### src/rtl/qbpn_pkg.sv
package qbpn_pkg;

  localparam int BLOCK_DEPTH = 64;
  localparam int SAMPLE_W    = 16;
  localparam int PEAK_W      = 15;

  localparam logic [PEAK_W-1:0]   HALF_SCALE  = 15'd16383;
  localparam logic [PEAK_W-1:0]   Q15_MAX_MAG = 15'd32767;
  localparam logic [SAMPLE_W-1:0] Q15_MIN     = 16'h8000;

  // Commands from controller to datapath
  typedef struct packed {
    logic load;   // input item accepted: store and update peak
    logic rd;     // issue store read at emit index
    logic cap;    // move read data into output register
  } cmd_t;

  // Status from datapath to controller
  typedef struct packed {
    logic blk_end;   // the item on the input closes the block
    logic rd_last;   // emit index points at the final stored sample
    logic out_free;  // output register can take a new item this cycle
  } status_t;

  // Saturated magnitude of a Q15 sample
  function automatic logic [PEAK_W-1:0] magnitude(input logic [SAMPLE_W-1:0] v);
    logic [SAMPLE_W-1:0] neg;
    neg = (~v) + 16'd1;
    if (v == Q15_MIN) begin
      magnitude = Q15_MAX_MAG;
    end else if (v[SAMPLE_W-1]) begin
      magnitude = neg[PEAK_W-1:0];
    end else begin
      magnitude = v[PEAK_W-1:0];
    end
  endfunction

endpackage

### src/rtl/qbpn_ram.sv
module qbpn_ram #(
  parameter int WIDTH = 16,
  parameter int DEPTH = 64,
  parameter int AW    = (DEPTH > 1) ? $clog2(DEPTH) : 1
) (
  input  logic             clk,
  input  logic             we,
  input  logic [AW-1:0]    waddr,
  input  logic [WIDTH-1:0] wdata,
  input  logic             re,
  input  logic [AW-1:0]    raddr,
  output logic [WIDTH-1:0] rdata
);

  logic [WIDTH-1:0] mem [DEPTH];

  always_ff @(posedge clk) begin
    if (we) begin
      mem[waddr] <= wdata;
    end
    if (re) begin
      rdata <= mem[raddr];
    end
  end

endmodule

### src/rtl/qbpn_ctrl.sv
module qbpn_ctrl (
  input  logic              clk,
  input  logic              rst,
  input  logic              in_valid,
  output logic              in_ready,
  input  qbpn_pkg::status_t status,
  output qbpn_pkg::cmd_t    cmd
);

  localparam logic [1:0] ST_LOAD = 2'd0;
  localparam logic [1:0] ST_RD   = 2'd1;
  localparam logic [1:0] ST_CAP  = 2'd2;

  logic [1:0] state;
  logic [1:0] state_next;

  always_comb begin
    in_ready   = (state == ST_LOAD);
    cmd        = '0;
    state_next = state;
    case (state)
      ST_LOAD: begin
        cmd.load = in_valid;
        if (in_valid && status.blk_end) begin
          state_next = ST_RD;
        end
      end
      ST_RD: begin
        cmd.rd     = 1'b1;
        state_next = ST_CAP;
      end
      ST_CAP: begin
        // hold read data until the output register frees up
        if (status.out_free) begin
          cmd.cap    = 1'b1;
          state_next = status.rd_last ? ST_LOAD : ST_RD;
        end
      end
      default: begin
        state_next = ST_LOAD;
      end
    endcase
  end

  always_ff @(posedge clk) begin
    if (rst) begin
      state <= ST_LOAD;
    end else begin
      state <= state_next;
    end
  end

endmodule

### src/rtl/qbpn_dp.sv
module qbpn_dp #(
  parameter int BLOCK_DEPTH = qbpn_pkg::BLOCK_DEPTH
) (
  input  logic                            clk,
  input  logic                            rst,
  input  qbpn_pkg::cmd_t                  cmd,
  output qbpn_pkg::status_t               status,
  input  logic [qbpn_pkg::SAMPLE_W-1:0]   sample_in,
  input  logic                            block_end,
  output logic                            out_valid,
  input  logic                            out_ready,
  output logic [qbpn_pkg::SAMPLE_W-1:0]   sample_out,
  output logic [qbpn_pkg::PEAK_W-1:0]     peak_magnitude,
  output logic                            shift_amount,
  output logic                            last_out
);

  localparam int AW = (BLOCK_DEPTH > 1) ? $clog2(BLOCK_DEPTH) : 1;
  localparam int CW = $clog2(BLOCK_DEPTH + 1);
  localparam logic [CW-1:0] DEPTH_C = CW'(BLOCK_DEPTH);

  logic [CW-1:0]                  fill;
  logic [CW-1:0]                  fill_inc;
  logic [CW-1:0]                  rd_inc;
  logic [AW-1:0]                  rd_idx;
  logic [qbpn_pkg::PEAK_W-1:0]    peak;
  logic [qbpn_pkg::PEAK_W-1:0]    mag;
  logic [qbpn_pkg::SAMPLE_W-1:0]  rdata;
  logic                           shift;

  assign fill_inc = fill + CW'(1);
  assign rd_inc   = CW'(rd_idx) + CW'(1);
  assign mag      = qbpn_pkg::magnitude(sample_in);
  assign shift    = (peak > qbpn_pkg::HALF_SCALE);

  assign status.blk_end  = block_end || (fill_inc == DEPTH_C);
  assign status.rd_last  = (rd_inc == fill);
  assign status.out_free = !out_valid || out_ready;

  qbpn_ram #(
    .WIDTH (qbpn_pkg::SAMPLE_W),
    .DEPTH (BLOCK_DEPTH),
    .AW    (AW)
  ) u_store (
    .clk   (clk),
    .we    (cmd.load),
    .waddr (fill[AW-1:0]),
    .wdata (sample_in),
    .re    (cmd.rd),
    .raddr (rd_idx),
    .rdata (rdata)
  );

  always_ff @(posedge clk) begin
    if (rst) begin
      fill      <= '0;
      peak      <= '0;
      rd_idx    <= '0;
      out_valid <= 1'b0;
    end else begin
      if (cmd.load) begin
        fill <= fill_inc;
        if (mag > peak) begin
          peak <= mag;
        end
      end
      if (cmd.cap) begin
        out_valid <= 1'b1;
        if (status.rd_last) begin
          rd_idx <= '0;
          fill   <= '0;
          peak   <= '0;
        end else begin
          rd_idx <= rd_idx + AW'(1);
        end
      end else if (out_ready) begin
        out_valid <= 1'b0;
      end
    end
  end

  // output payload, no reset needed
  always_ff @(posedge clk) begin
    if (cmd.cap) begin
      sample_out     <= shift ? {rdata[qbpn_pkg::SAMPLE_W-1], rdata[qbpn_pkg::SAMPLE_W-1:1]}
                              : rdata;
      peak_magnitude <= peak;
      shift_amount   <= shift;
      last_out       <= status.rd_last;
    end
  end

endmodule

### src/rtl/q15_block_peak_normalize.sv
// Block floating-point normalizer for Q15 samples. Samples stream in on the
// slave side, one per item, and are written to an internal store while a
// running peak magnitude is tracked (-32768 counts as 32767). An item with
// tlast set, or the item that fills the store to BLOCK_DEPTH samples, closes
// the block. If the peak exceeds 16383 every sample is then shifted right
// arithmetically by one, otherwise passed unchanged, and the samples leave in
// arrival order, each carrying the peak and the shift, with tlast on the final
// one. Each item is emitted by a store read, then a capture into the output
// register once that is free; the input is not ready while a block is being
// emitted.
module q15_block_peak_normalize #(
  parameter int BLOCK_DEPTH = qbpn_pkg::BLOCK_DEPTH
) (
  input  logic        clk,
  input  logic        rst,
  // slave side
  input  logic        s_axis_tvalid,
  output logic        s_axis_tready,
  input  logic [15:0] s_axis_tdata,   // [15:0] sample_in
  input  logic        s_axis_tlast,   // block_end
  // master side
  output logic        m_axis_tvalid,
  input  logic        m_axis_tready,
  output logic [31:0] m_axis_tdata,   // [15:0] sample_out, [30:16] peak_magnitude,
                                      // [31] shift_amount
  output logic        m_axis_tlast    // last_out
);

  qbpn_pkg::cmd_t    cmd;
  qbpn_pkg::status_t status;

  logic [qbpn_pkg::SAMPLE_W-1:0] sample_out;
  logic [qbpn_pkg::PEAK_W-1:0]   peak_magnitude;
  logic                          shift_amount;

  // sequence loading and emitting
  qbpn_ctrl u_ctrl (
    .clk      (clk),
    .rst      (rst),
    .in_valid (s_axis_tvalid),
    .in_ready (s_axis_tready),
    .status   (status),
    .cmd      (cmd)
  );

  // store, peak tracking, shift and output register
  qbpn_dp #(
    .BLOCK_DEPTH (BLOCK_DEPTH)
  ) u_dp (
    .clk            (clk),
    .rst            (rst),
    .cmd            (cmd),
    .status         (status),
    .sample_in      (s_axis_tdata),
    .block_end      (s_axis_tlast),
    .out_valid      (m_axis_tvalid),
    .out_ready      (m_axis_tready),
    .sample_out     (sample_out),
    .peak_magnitude (peak_magnitude),
    .shift_amount   (shift_amount),
    .last_out       (m_axis_tlast)
  );

  assign m_axis_tdata = {shift_amount, peak_magnitude, sample_out};

endmodule

### config.mk
export PLATFORM = sky130hd
export DESIGN_NAME = q15_block_peak_normalize
export DESIGN_NICKNAME = d
export VERILOG_FILES = /design/src/rtl/qbpn_pkg.sv /design/src/rtl/qbpn_ram.sv /design/src/rtl/qbpn_ctrl.sv /design/src/rtl/qbpn_dp.sv /design/src/rtl/q15_block_peak_normalize.sv
export SDC_FILE = /design/constraint.sdc
export NUM_CORES = 1
export LEC_CHECK = 0
export BUFFER_PORTS_ARGS = -buffer_cell sky130_fd_sc_hd__buf_4
export CAP_MARGIN = 15
export CORE_MARGIN = 8
export CORE_UTILIZATION = 25
export DETAILED_ROUTE_END_ITERATION = 8
export PLACE_DENSITY = 0.42
export REMOVE_ABC_BUFFERS = 1
export SLEW_MARGIN = 15
export SYNTH_ARGS = -nofsm -noshare
export SYNTH_HDL_FRONTEND = slang
export SYNTH_SLANG_ARGS = --single-unit
### constraint.sdc
create_clock -name clk -period 3.3 [get_ports clk]
set_clock_uncertainty 0.05 [all_clocks]
set_input_delay 0.495 -clock clk [delete_from_list [all_inputs] [get_ports clk]]
set_output_delay 0.495 -clock clk [all_outputs]
set_load 0.02 [all_outputs]
* Word-level counts from Yosys, hierarchy flattened *
Memories as Yosys holds them, arrays and structs flattened. A register that Yosys moved wholly into a read port is not among the register bits.
Index checks and enable logic that the tools add are counted.

cells by class
  add/subtract/negate cells = 4
  magnitude comparators = 2
  equality and inequality tests = 7
  multiplexer cells = 23
  bitwise gates (word level) = 1
  reduce and logical (&&, ||, !) cells = 7

operators with widths
  kind                                                             number
  2-to-1 mux 15 bit                                                7
  2-to-1 mux 7 bit                                                 3
  == test 16 bit, second input constant                            1
  adder 15 x 1 -> 15 bit, second input constant                    1
  greater-than comparator 15 x 14 -> 1 bit, second input constant  1
  greater-than comparator 15 bit                                   1
  NOT 15 bit                                                       1
  2-to-1 mux 1 bit                                                 9
  adder 6 x 1 -> 7 bit, second input constant                      1
  adder 7 x 1 -> 7 bit, second input constant                      1
  == test 7 bit                                                    1
  == test 7 bit, second input constant                             1
  adder 6 x 1 -> 6 bit, second input constant                      1
  2-to-1 mux 6 bit                                                 1
  case mux 2 bit (3 select lines)                                  1
  2-to-1 mux 2 bit                                                 2
  == test 2 x 1 -> 1 bit, second input constant                    1
  == test 2 bit, second input constant                             1
  logical NOT 2 bit                                                1
  logical OR 1 bit                                                 2
  inequality test 2 x 1 -> 1 bit, second input constant            1
  inequality test 2 bit, second input constant                     1
  AND reduction 2 bit                                              1
  nonzero test 2 bit                                               1
  other kinds (2)                                                  2

storage, ports and cells
  register bits after elaboration = 64
  RAM bits = 1,024
  input bits = 21
  output and inout bits = 35
  word-level logic and storage cells = 54
  memories = 1

memory list
  name              words  width  read ports  clocked after Yosys merged registers in  wr ports  RTL line        RTL
  u_dp.u_store.mem  64     16     1           1                                        1         qbpn_ram.sv:15  logic [WIDTH-1:0] mem [DEPTH];

* Logic depth before layout (Yosys ltp) *
Gate-level depths: netlist of run 1.

  word-level depth = 9
  gate-level depth with buffers = 15
  mapped depth without buffers = 12

* Modules after synthesis *
A second synthesis of run 1 with hierarchy kept.

unflattened totals
  cell total of the unflattened synthesis = 2,169
  area total of the unflattened synthesis = 43,715.7 um^2

modules (own cells, without submodules)
  module                    instances  cells an instance  area an instance (um^2)  sequential area each (um^2)
  qbpn_ram                  1          1,829              40,202.3                 31,230.0
  qbpn_dp                   1          327                3,384.5                  1,571.5
  qbpn_ctrl                 1          12                 121.4                    40.0
  q15_block_peak_normalize  1          1                  7.5                      0.0

* Least setup slack after synthesis of run 1 *
OpenSTA, ideal clock, no wires.

  kind = input to register
  from = in s_axis_tdata[0]
  to = reg u_dp.peak[10] (netlist bit)
  setup time = 96 ps
  arrival = 3,330 ps
  data required time = 3,154 ps
  slack = -176 ps
  cell stages on the path = 12
  path buffers = 2
  cell sequence = inv_1 -> ha_1 -> clkbuf_2 -> or4b_1 -> o41ai_1 -> a22oi_1 -> ha_1 -> nand4_2 -> o41a_1 -> clkbuf_1 -> and3_1 -> a221oi_1

between the ends
  word-level cells in the longest chain between the ends = 9
  elaborated cells between the ends (all ways) = 10
  those cells by class = add/sub: 1; order compare: 1; eq/ne: 1; mux: 6; bitwise: 1

ends and longest elaborated chain
  element                         RTL line                        RTL
  start, declared                 q15_block_peak_normalize.sv:19  input logic [15:0] s_axis_tdata,
  NOT 15 bit                      qbpn_pkg.sv:28                  neg = (~v) + 16'd1;
  adder 15 x 1 -> 15 bit          qbpn_pkg.sv:28
  2-to-1 mux 15 bit               qbpn_pkg.sv:31                  end else if (v[SAMPLE_W-1]) begin
  2-to-1 mux 15 bit (*)           qbpn_pkg.sv:29                  if (v == Q15_MIN) begin
  greater-than comparator 15 bit  qbpn_dp.sv:63                   if (mag > peak) begin
  2-to-1 mux 15 bit (*)           qbpn_dp.sv:63
  2-to-1 mux 15 bit (*)           qbpn_dp.sv:61                   if (cmd.load) begin
  2-to-1 mux 15 bit               qbpn_dp.sv:69                   if (status.rd_last) begin
  2-to-1 mux 15 bit (*)           qbpn_dp.sv:67                   if (cmd.cap) begin
  end signal, assigned            qbpn_dp.sv:64                   peak <= mag;
  end, declared                   qbpn_dp.sv:26                   logic [qbpn_pkg::PEAK_W-1:0] peak;

Mark *: on every way between the ends. The rest lies on a longest branch, timed or not.
A chain may end at the register's enable or synchronous reset.

* Worst setup path after layout of run 1 *
  from = in s_axis_tdata[10]
  to = reg u_dp.peak[6] (netlist bit)

The elaborated chain is that of the path after synthesis.

==> results of run 1 <==
[cell families (layout without fill, tap and decap cells)]
group	Yosys count	after routing
flops	1104	1104
buf+inv	137	543
simple gates	228	228
compound gates	211	211
other cells	0	2
mux	330	330
xor+xnor	30	30
fa+ha+maj	18	18
[worst paths after layout]
check                    from                  endpoint  slack (ps)  cells past startpoint
max          s_axis_tdata[10]              u_dp.peak[6]         180                     12
min          s_axis_tdata[10]  u_dp.u_store.mem[24][10]          80                      1
max reg2reg    u_dp.rd_idx[1]     u_dp.u_store.rdata[2]         400                      6
min reg2reg      u_dp.peak[1]    u_dp.peak_magnitude[1]         390                      0
[power by group through the flow]
stage          combinational, W  sequential [W]  clock (W)
2_1_floorplan          0.000683          0.0159          0
4_1_cts                 0.00146          0.0155     0.0134
3_3_place_gp            0.00143          0.0158          0
6_report                0.00143          0.0155     0.0130
5_1_grt                 0.00154          0.0155     0.0139
3_5_place_dp            0.00146          0.0158          0
[through the flow]
stage	hold slack (ps)	cells	worst slack [ps]	cell area, µm²	utilization, %
after floorplan	358	1941	-9800	42600	-
after global placement	383	4552	-465	48100	28.0
after detailed placement	373	4552	-534	48100	28.0
after CTS	24.7	4774	266	51900	30.2
after global routing	52.4	4774	56.2	51900	30.2
final	84.6	4776	182	51900	30.3
[cells in the final DEF, fill, tap and decap left out, types with 11 or more instances in the layout]
cell type / netlist / final
edfxtp_1: 1073 / 1073
buf_4: 8 / 280
mux4_2: 256 / 256
clkbuf_16: 0 / 120
nor2_1: 99 / 91
mux2i_1: 59 / 59
a221oi_1: 39 / 39
nand2_1: 37 / 37
o221ai_1: 32 / 32
a21oi_1: 30 / 30
clkinv_2: 0 / 27
dfxtp_1: 31 / 27
o21ai_0: 25 / 25
clkinv_1: 0 / 24
clkbuf_1: 38 / 23
buf_12: 0 / 21
inv_1: 20 / 20
nor2b_1: 20 / 18
ha_1: 18 / 18
xor2_1: 16 / 16
o21ai_1: 15 / 15
mux2_2: 15 / 15
xnor2_1: 14 / 14
a211oi_1: 13 / 13
bufinv_16: 0 / 12
o211a_1: 11 / 11
[routing by layer]
metal / GRT usage [%] / up-vias
met5: 0 / -
met4: 4.29 / 0
li1: - / 9263
met3: 2.03 / 168
met1: 18.2 / 11700
met2: 21.9 / 570
[timing repair]
item | 4_1_cts | 5_1_grt
setup buffers | 0 | 0
endpoints found under the hold margin | 10 | 0
endpoints found under the setup margin | 0 | 0
hold buffers | 4 | 0
[sequential cells by signal (all words and copies together), names as in the netlist]
| signal | count |
|---|---|
| u_dp.shift_amount | 1 |
| u_dp.rd_idx | 6 |
| u_dp.out_valid | 1 |
| u_dp.peak | 15 |
| u_dp.last_out | 1 |
| u_dp.peak_magnitude | 15 |
| u_ctrl.state | 2 |
| u_dp.u_store.mem | 1024 |
| u_dp.u_store.rdata | 16 |
| u_dp.sample_out | 16 |
| u_dp.fill | 7 |
[critical path, cell delays in order]
cell and delay (ps):
buf_4 170, or4_1 680, o41ai_2 350, xor2_1 300, nand2_1 110, ha_1 340, nand4_2 110, buf_4 180
o41ai_1 370, buf_4 190, a21oi_1 60, a311oi_1 310
[layout make-up]
cell class / count / area share, %
diodes: 2 / 0.00963
clock buffers: 146 / 6.03
clock inverters: 72 / 1.28
inverters: 20 / 0.145
multi-input cells: 817 / 18.8
flip-flops and latches: 1104 / 63.2
well taps: 2310 / 5.56
repair buffers: 305 / 4.93
[cells in the mapped netlist (9+ instances only)]
library cell,count
inv_1,20
dfxtp_1,31
a221oi_1,39
nor2_1,99
o22ai_1,10
o21ai_0,25
xor2_1,16
o21ai_1,15
mux2_2,15
a21oi_1,30
o221ai_1,32
edfxtp_1,1073
mux2i_1,59
a211oi_1,13
buf_6,13
nor2b_1,20
buf_1,19
nand2_1,37
buf_2,38
nand3_1,9
xnor2_1,14
ha_1,18
clkbuf_1,38
and3_1,9
o211a_1,11
mux4_2,256
==> impl_metrics.csv, run 1 <==
group,metric,value,unit
die,core,0.172,mm²
route,ant_nets,0,
timing,finalHoldViolations,0,
final_layout,fin_nets,2406,
synthesis,ys_ff_latch,1104,
clock_network,cts_resized,0,
synthesis,synth_seq_area_share,75.9,%
synthesis,synth_edf_count,1073,
critical_path,critPathLaunchType,"primary input",
synthesis,synth_top_family_by_area,"multiplexers",
global_route,grt_pass1_vias,22900,
clock_network,clockBufferDepth,3,
die,row_count,152,
critical_path,crit_fanout,8,
route,wirelength_met1,56.2,mm
synthesis,ys_top_cells_by_area,"edfxtp_1, mux4_2, dfxtp_1",
route,drc,0,
timing,period_needed,3120,ps
global_route,gr-usage-all-layers,13.3,%
synthesis,yosys.area_share.xor_xnor,0.607,%
pwr,pwr-share-clk,43.4,%
die,chipHeight,432,µm
synthesis,synthSimpleGateAreaFrac,2.63,%
global_route,antenna_found_initial,7,
route,met3_length,5.98,mm
final_layout,layout-drive-gt1-share,31.5,%
pwr,power.internal,0.0237,W
die,dieArea,0.187,mm²
timing,fmax,0.321,GHz
final_layout,fill_cells,16600,
pwr,irDropWorstVdd,410,µV
clock_network,cts_sinks,1104,
pwr,p_sw_share,21.2,%
synthesis,synthAdderAreaFrac,0.521,%
clock_network,cts_root_buffer,"clkbuf_16",
timing,tns,0,ps
critical_path,crit_required,3860,ps
timing,slew_headroom,31.4,%
route,top_layer,"met4",
synthesis,synth_warnings,0,
timing,setup_viol,0,
critical_path,path_class,"primary input to flop",
clock_network,cts.reportedPaths.clkPinSlew,60,ps
final_layout,multi_input_area,0.00977,mm²
route,drt_pre_antenna_iters,5,
route,post_drt_via_cell_ratio,4.55,
timing,drv_slew,0,
pwr,p_leak,15.9,nW
die,initial_utilization,25.2,%
synthesis,synth_cells,2058,
clock_network,tritoncts,"done",
synthesis,synthMuxAreaShare,15.1,%
timing,rsz0062_at_grt,"no",
global_route,grt_first_pass_wirelength,178,mm
placement,io_buffers,55,
timing,tightestPinTransition,1020,ps
final_layout,seq_area,0.0329,mm²
clock_network,clk_latency,720,ps
pwr,power_frac_comb,4.8,%
outcome,run_status,"finished, final reports clean",
synthesis,synth_compound_area_share,3.66,%
pwr,p_per_area,578,mW/mm²
pwr,p_total,0.0300,W
hold_path,hp-class,"primary input to flop",
global_route,grt_max_degree,67,
route,wl_per_cell,26.5,µm
placement,place_hpwl,80.9,mm
route,drt-total-wl,127,mm
route,wl_met2,60.9,mm
die,pin_count,56,
pwr,p_seq_share,51.8,%
synthesis,synth_top_area_share,74.5,%
global_route,overflow,0,
clock_network,cts_buffers,119,
clock_network,htreeDepth,3,
die,fp.dieW,432,µm
synthesis,ys_async_sr_fraction,0,%
final_layout,area_growth,20.1,%
synthesis,ys_types,67,
critical_path,end_kind,"flop",
route,dr_total_vias,21700,
synthesis,synth_ff_type,"edfxtp_1",
timing,finalCritPeriodShare,94.5,%
critical_path,cp.arrival,3670,ps
synthesis,yosys.area.top_type,"edfxtp_1",
synthesis,synth_area_per_cell,21.0,µm²
pwr,p_sw,0.00637,W
job,drv.max_cap_violation_count,0,
synthesis,synth_area,0.0433,mm²
route,drt_iter0_drc,1878,
placement,routabilityCongestion,0.802,
(Power assumes the default switching activity.)
==> run 2: changes to the inputs <==
--- a/config.mk
+++ b/config.mk
@@ -5,6 +5,7 @@
 export SDC_FILE = /design/constraint.sdc
 export NUM_CORES = 1
 export LEC_CHECK = 0
+export ABC_AREA = 1
 export BUFFER_PORTS_ARGS = -buffer_cell sky130_fd_sc_hd__buf_4
 export CAP_MARGIN = 15
 export CORE_MARGIN = 8
==> run 2 against run 1 <==
  * Register-to-register slack better by 300 ps
  * Final area is 3.3% higher
  * Global-route usage is 1.2 points higher
  * Sequential cell count stayed put
  * Fmax is 13% higher
  * Synthesized cell count is 94% higher
  * Critical path type unchanged
  * Clock-buffer cell count is 37 higher
  * Combinational power is 120% higher
  * Via count is 39% higher
  * Area after synthesis is 5.2% higher
==> impl_metrics.csv, run 2 <==
group,metric,value,unit
die,row_count,156,
route,drt-total-wl,147,mm
clock_network,clockBufferDepth,3,
timing,tightestPinTransition,978,ps
route,drc,0,
critical_path,cpLargestDelayFamily,"simple AND/OR/NAND/NOR gates",
critical_path,cp.arrival,3370,ps
critical_path,reg2regPathDepth,6,
hold_path,hp-start,"s_axis_tlast",
pwr,p_leak,18.6,nW
critical_path,path_class,"primary input to flop",
pwr,p_sw_share,25.4,%
global_route,grt_max_degree,136,
timing,setup_viol,0,
synthesis,synth_top_area_share,70.8,%
critical_path,crit_fanout,23,
global_route,gr-usage-all-layers,14.5,%
final_layout,fin_nets,4175,
pwr,power_frac_comb,9.5,%
timing,hold_ws,71.8,ps
synthesis,synth_area_per_cell,11.4,µm²
pwr,p_per_area,608,mW/mm²
global_route,antenna_found_initial,12,
synthesis,synth_edf_count,1073,
placement,io_buffers,55,
synthesis,synth_compound_area_share,8.35,%
pwr,p_sw,0.00829,W
synthesis,synth_ff_type,"edfxtp_1",
synthesis,synth_warnings,0,
synthesis,synth_cells,3992,
clock_network,cts_sinks,1104,
synthesis,ys_types,29,
critical_path,r2r_end,"u_dp.u_store.mem[57][1]",
synthesis,synthMuxAreaShare,0,%
synthesis,yosys.area.top_type,"edfxtp_1",
clock_network,cts.reportedPaths.clkPinSlew,50,ps
final_layout,largest_reg_flops,1024,
final_layout,final_core_util,29.7,%
timing,finalCritPeriodShare,83.3,%
placement,place_hpwl,88.7,mm
job,drv.max_cap_violation_count,0,
synthesis,ys_top_cells_by_area,"edfxtp_1, nor2_1, nand2_1",
timing,finalHoldViolations,0,
final_layout,layout-drive-gt1-share,10.4,%
clock_network,htreeDepth,4,
route,wl_per_cell,22.2,µm
route,post_drt_via_cell_ratio,4.56,
final_layout,mostFrequentLayoutCell,"edfxtp_1",
critical_path,path_buf_inv,6,
route,dr_total_vias,30100,
clock_network,tritoncts,"done",
die,pin_count,56,
pwr,power.internal,0.0244,W
route,ant_nets,0,
global_route,grt_pass1_vias,29500,
route,drt_iter0_drc,2458,
critical_path,r2r_slack,700,ps
die,dieArea,0.196,mm²
hold_path,worstHoldPathCells,7,
synthesis,ys_async_sr_fraction,0,%
placement,routabilityCongestion,0.829,
synthesis,synth_most_common_cell,"edfxtp_1",
synthesis,synthAdderAreaFrac,0.495,%
synthesis,yosys.area_share.xor_xnor,0.0962,%
timing,worst_slack,552,ps
critical_path,end_kind,"flop",
synthesis,synthTopCellsByCount,"edfxtp_1, nor2_1, nand2_1, o21ai_0, o21ai_1",
synthesis,synth_seq_area_share,72.1,%
timing,rsz0062_at_grt,"no",
synthesis,synth_area,0.0455,mm²
outcome,run_status,"finished, final reports clean",
pwr,p_seq_share,48.0,%
global_route,overflow,0,
critical_path,timing.rr.start,"u_dp.fill[0]",
pwr,pwr-share-clk,42.5,%
timing,period_needed,2750,ps
pwr,irDropWorstVdd,501,µV
clock_network,cts_root_buffer,"clkbuf_16",
hold_path,hp-class,"primary input to flop",
critical_path,cp_slowest_cell,"dlygate4sd3_1",
clock_network,cts_setup_buffers,0,
critical_path,cpMostUsedCell,"nand2_1",
timing,slew_headroom,34.8,%
final_layout,top_register,"u_dp.u_store.mem",
synthesis,ys_ff_latch,1104,
final_layout,top_regs,"u_dp.u_store.mem: 1024 flops, u_dp.sample_out: 16 flops, u_dp.u_store.rdata: 16 flops",
final_layout,final_cell_mix,"edfxtp_1, nor2_1, nand2_1",
placement,dpl_cell_area,0.0495,mm²
timing,drv_slew,0,
timing,fmax,0.364,GHz
placement,pre_cts_slack,-22.7,ps
clock_network,cts_resized,0,
critical_path,crit_required,3920,ps
die,chipHeight,443,µm
critical_path,critPathMaxStageDelay,530,ps
die,core,0.181,mm²
final_layout,area_growth,17.9,%
die,fp.dieW,443,µm
route,drt_pre_antenna_iters,5,
clock_network,hold_buffers,4,
critical_path,critPathLaunchType,"primary input",
die,initial_utilization,25.2,%
synthesis,synthSimpleGateAreaFrac,15.6,%
final_layout,stdcell_area,0.0537,mm²
clock_network,cts_buffers,132,
critical_path,path_cells,"dlygate4sd3_1 > buf_4 > inv_1 > nand2_1 > nor2_1 > nand3_1 > nand3_1 > nand2_1 > nor2_1 > inv_1 > ha_1 > nand2_1 > nor2_1 > inv_1 > nor3_1 > nand2_1 > a21oi_2 > buf_12 > nand2_1 > nand3_1 > nor2_1",
clock_network,clk_latency,770,ps
global_route,grt_first_pass_wirelength,213,mm
synthesis,synth_top_family_by_area,"simple AND/OR/NAND/NOR gates",
hold_path,hold_end,"u_ctrl.state[0]",
## run 2: area by class of cell
| cell class | instances | area [µm²] |
|---|---|---|
| fill | 18500 | 127000 |
| sequential | 1104 | 32900 |
| multi-input combinational | 2569 | 11200 |
| clock buffer | 183 | 3630 |
| tap | 2370 | 2970 |
| timing repair buffer | 248 | 2230 |
| clock inverter | 46 | 459 |
| inverter | 81 | 322 |
| antenna | 3 | 7.51 |
## run 2: power by group through the flow
stage                     combinational [W]  clock [W]  sequential (W)
after floorplan                     0.00155          0          0.0161
after global placement              0.00315          0          0.0160
after detailed placement            0.00314          0          0.0160
after CTS                           0.00315     0.0143          0.0157
after global routing                0.00342     0.0148          0.0157
final                               0.00310     0.0139          0.0157
## run 2: cells by family (layout without fill, tap and decap cells)
logic type / count (synthesis) / after routing
xor gates and xnor gates: 5 / 5
AOI/OAI and AO/OA: 738 / 738
buffers and inverters: 319 / 558
and+or+nand+nor: 1808 / 1808
DFF: 1104 / 1104
other: 0 / 3
adders and majority gates: 18 / 18
## run 2: metrics by stage
stage | setup TNS (ps) | power [W] | instances
floorplan | -795740 | 0.0176 | 3754
global placement | 0 | 0.0191 | 6368
detailed placement | -147 | 0.0191 | 6368
CTS | 0 | 0.0331 | 6601
global route | 0 | 0.0339 | 6601
finish | 0 | 0.0327 | 6604
## run 2: worst reg2reg max path, stage by stage (launching register included)
cell and delay (ps):
dfxtp_1 360, clkinv_1 290, nor2_1 480, nand3_1 350
buf_4 310, nor2_1 110, buf_4 300
## run 2: metal layers
layer	vias to the layer above	GRT usage [%]	routed length, µm
met2	672	23.7	69400
met1	15000	19.7	66400
met5	-	0	17
met3	174	2.41	7310
li1	14300	-	-
met4	4	4.56	3760
## run 2: how the worst max path moves through the flow
| stage | from | end | depth (start not counted) |
|---|---|---|---|
| floorplan | u_dp.rd_idx[0] | u_dp.u_store.rdata[13] | 9 |
| global placement | s_axis_tdata[0] | u_dp.peak[9] | 21 |
| detailed placement | s_axis_tdata[0] | u_dp.peak[1] | 21 |
| CTS | s_axis_tdata[6] | u_dp.peak[1] | 21 |
| global route | s_axis_tdata[6] | u_dp.peak[2] | 21 |
| finish | s_axis_tdata[6] | u_dp.peak[0] | 21 |
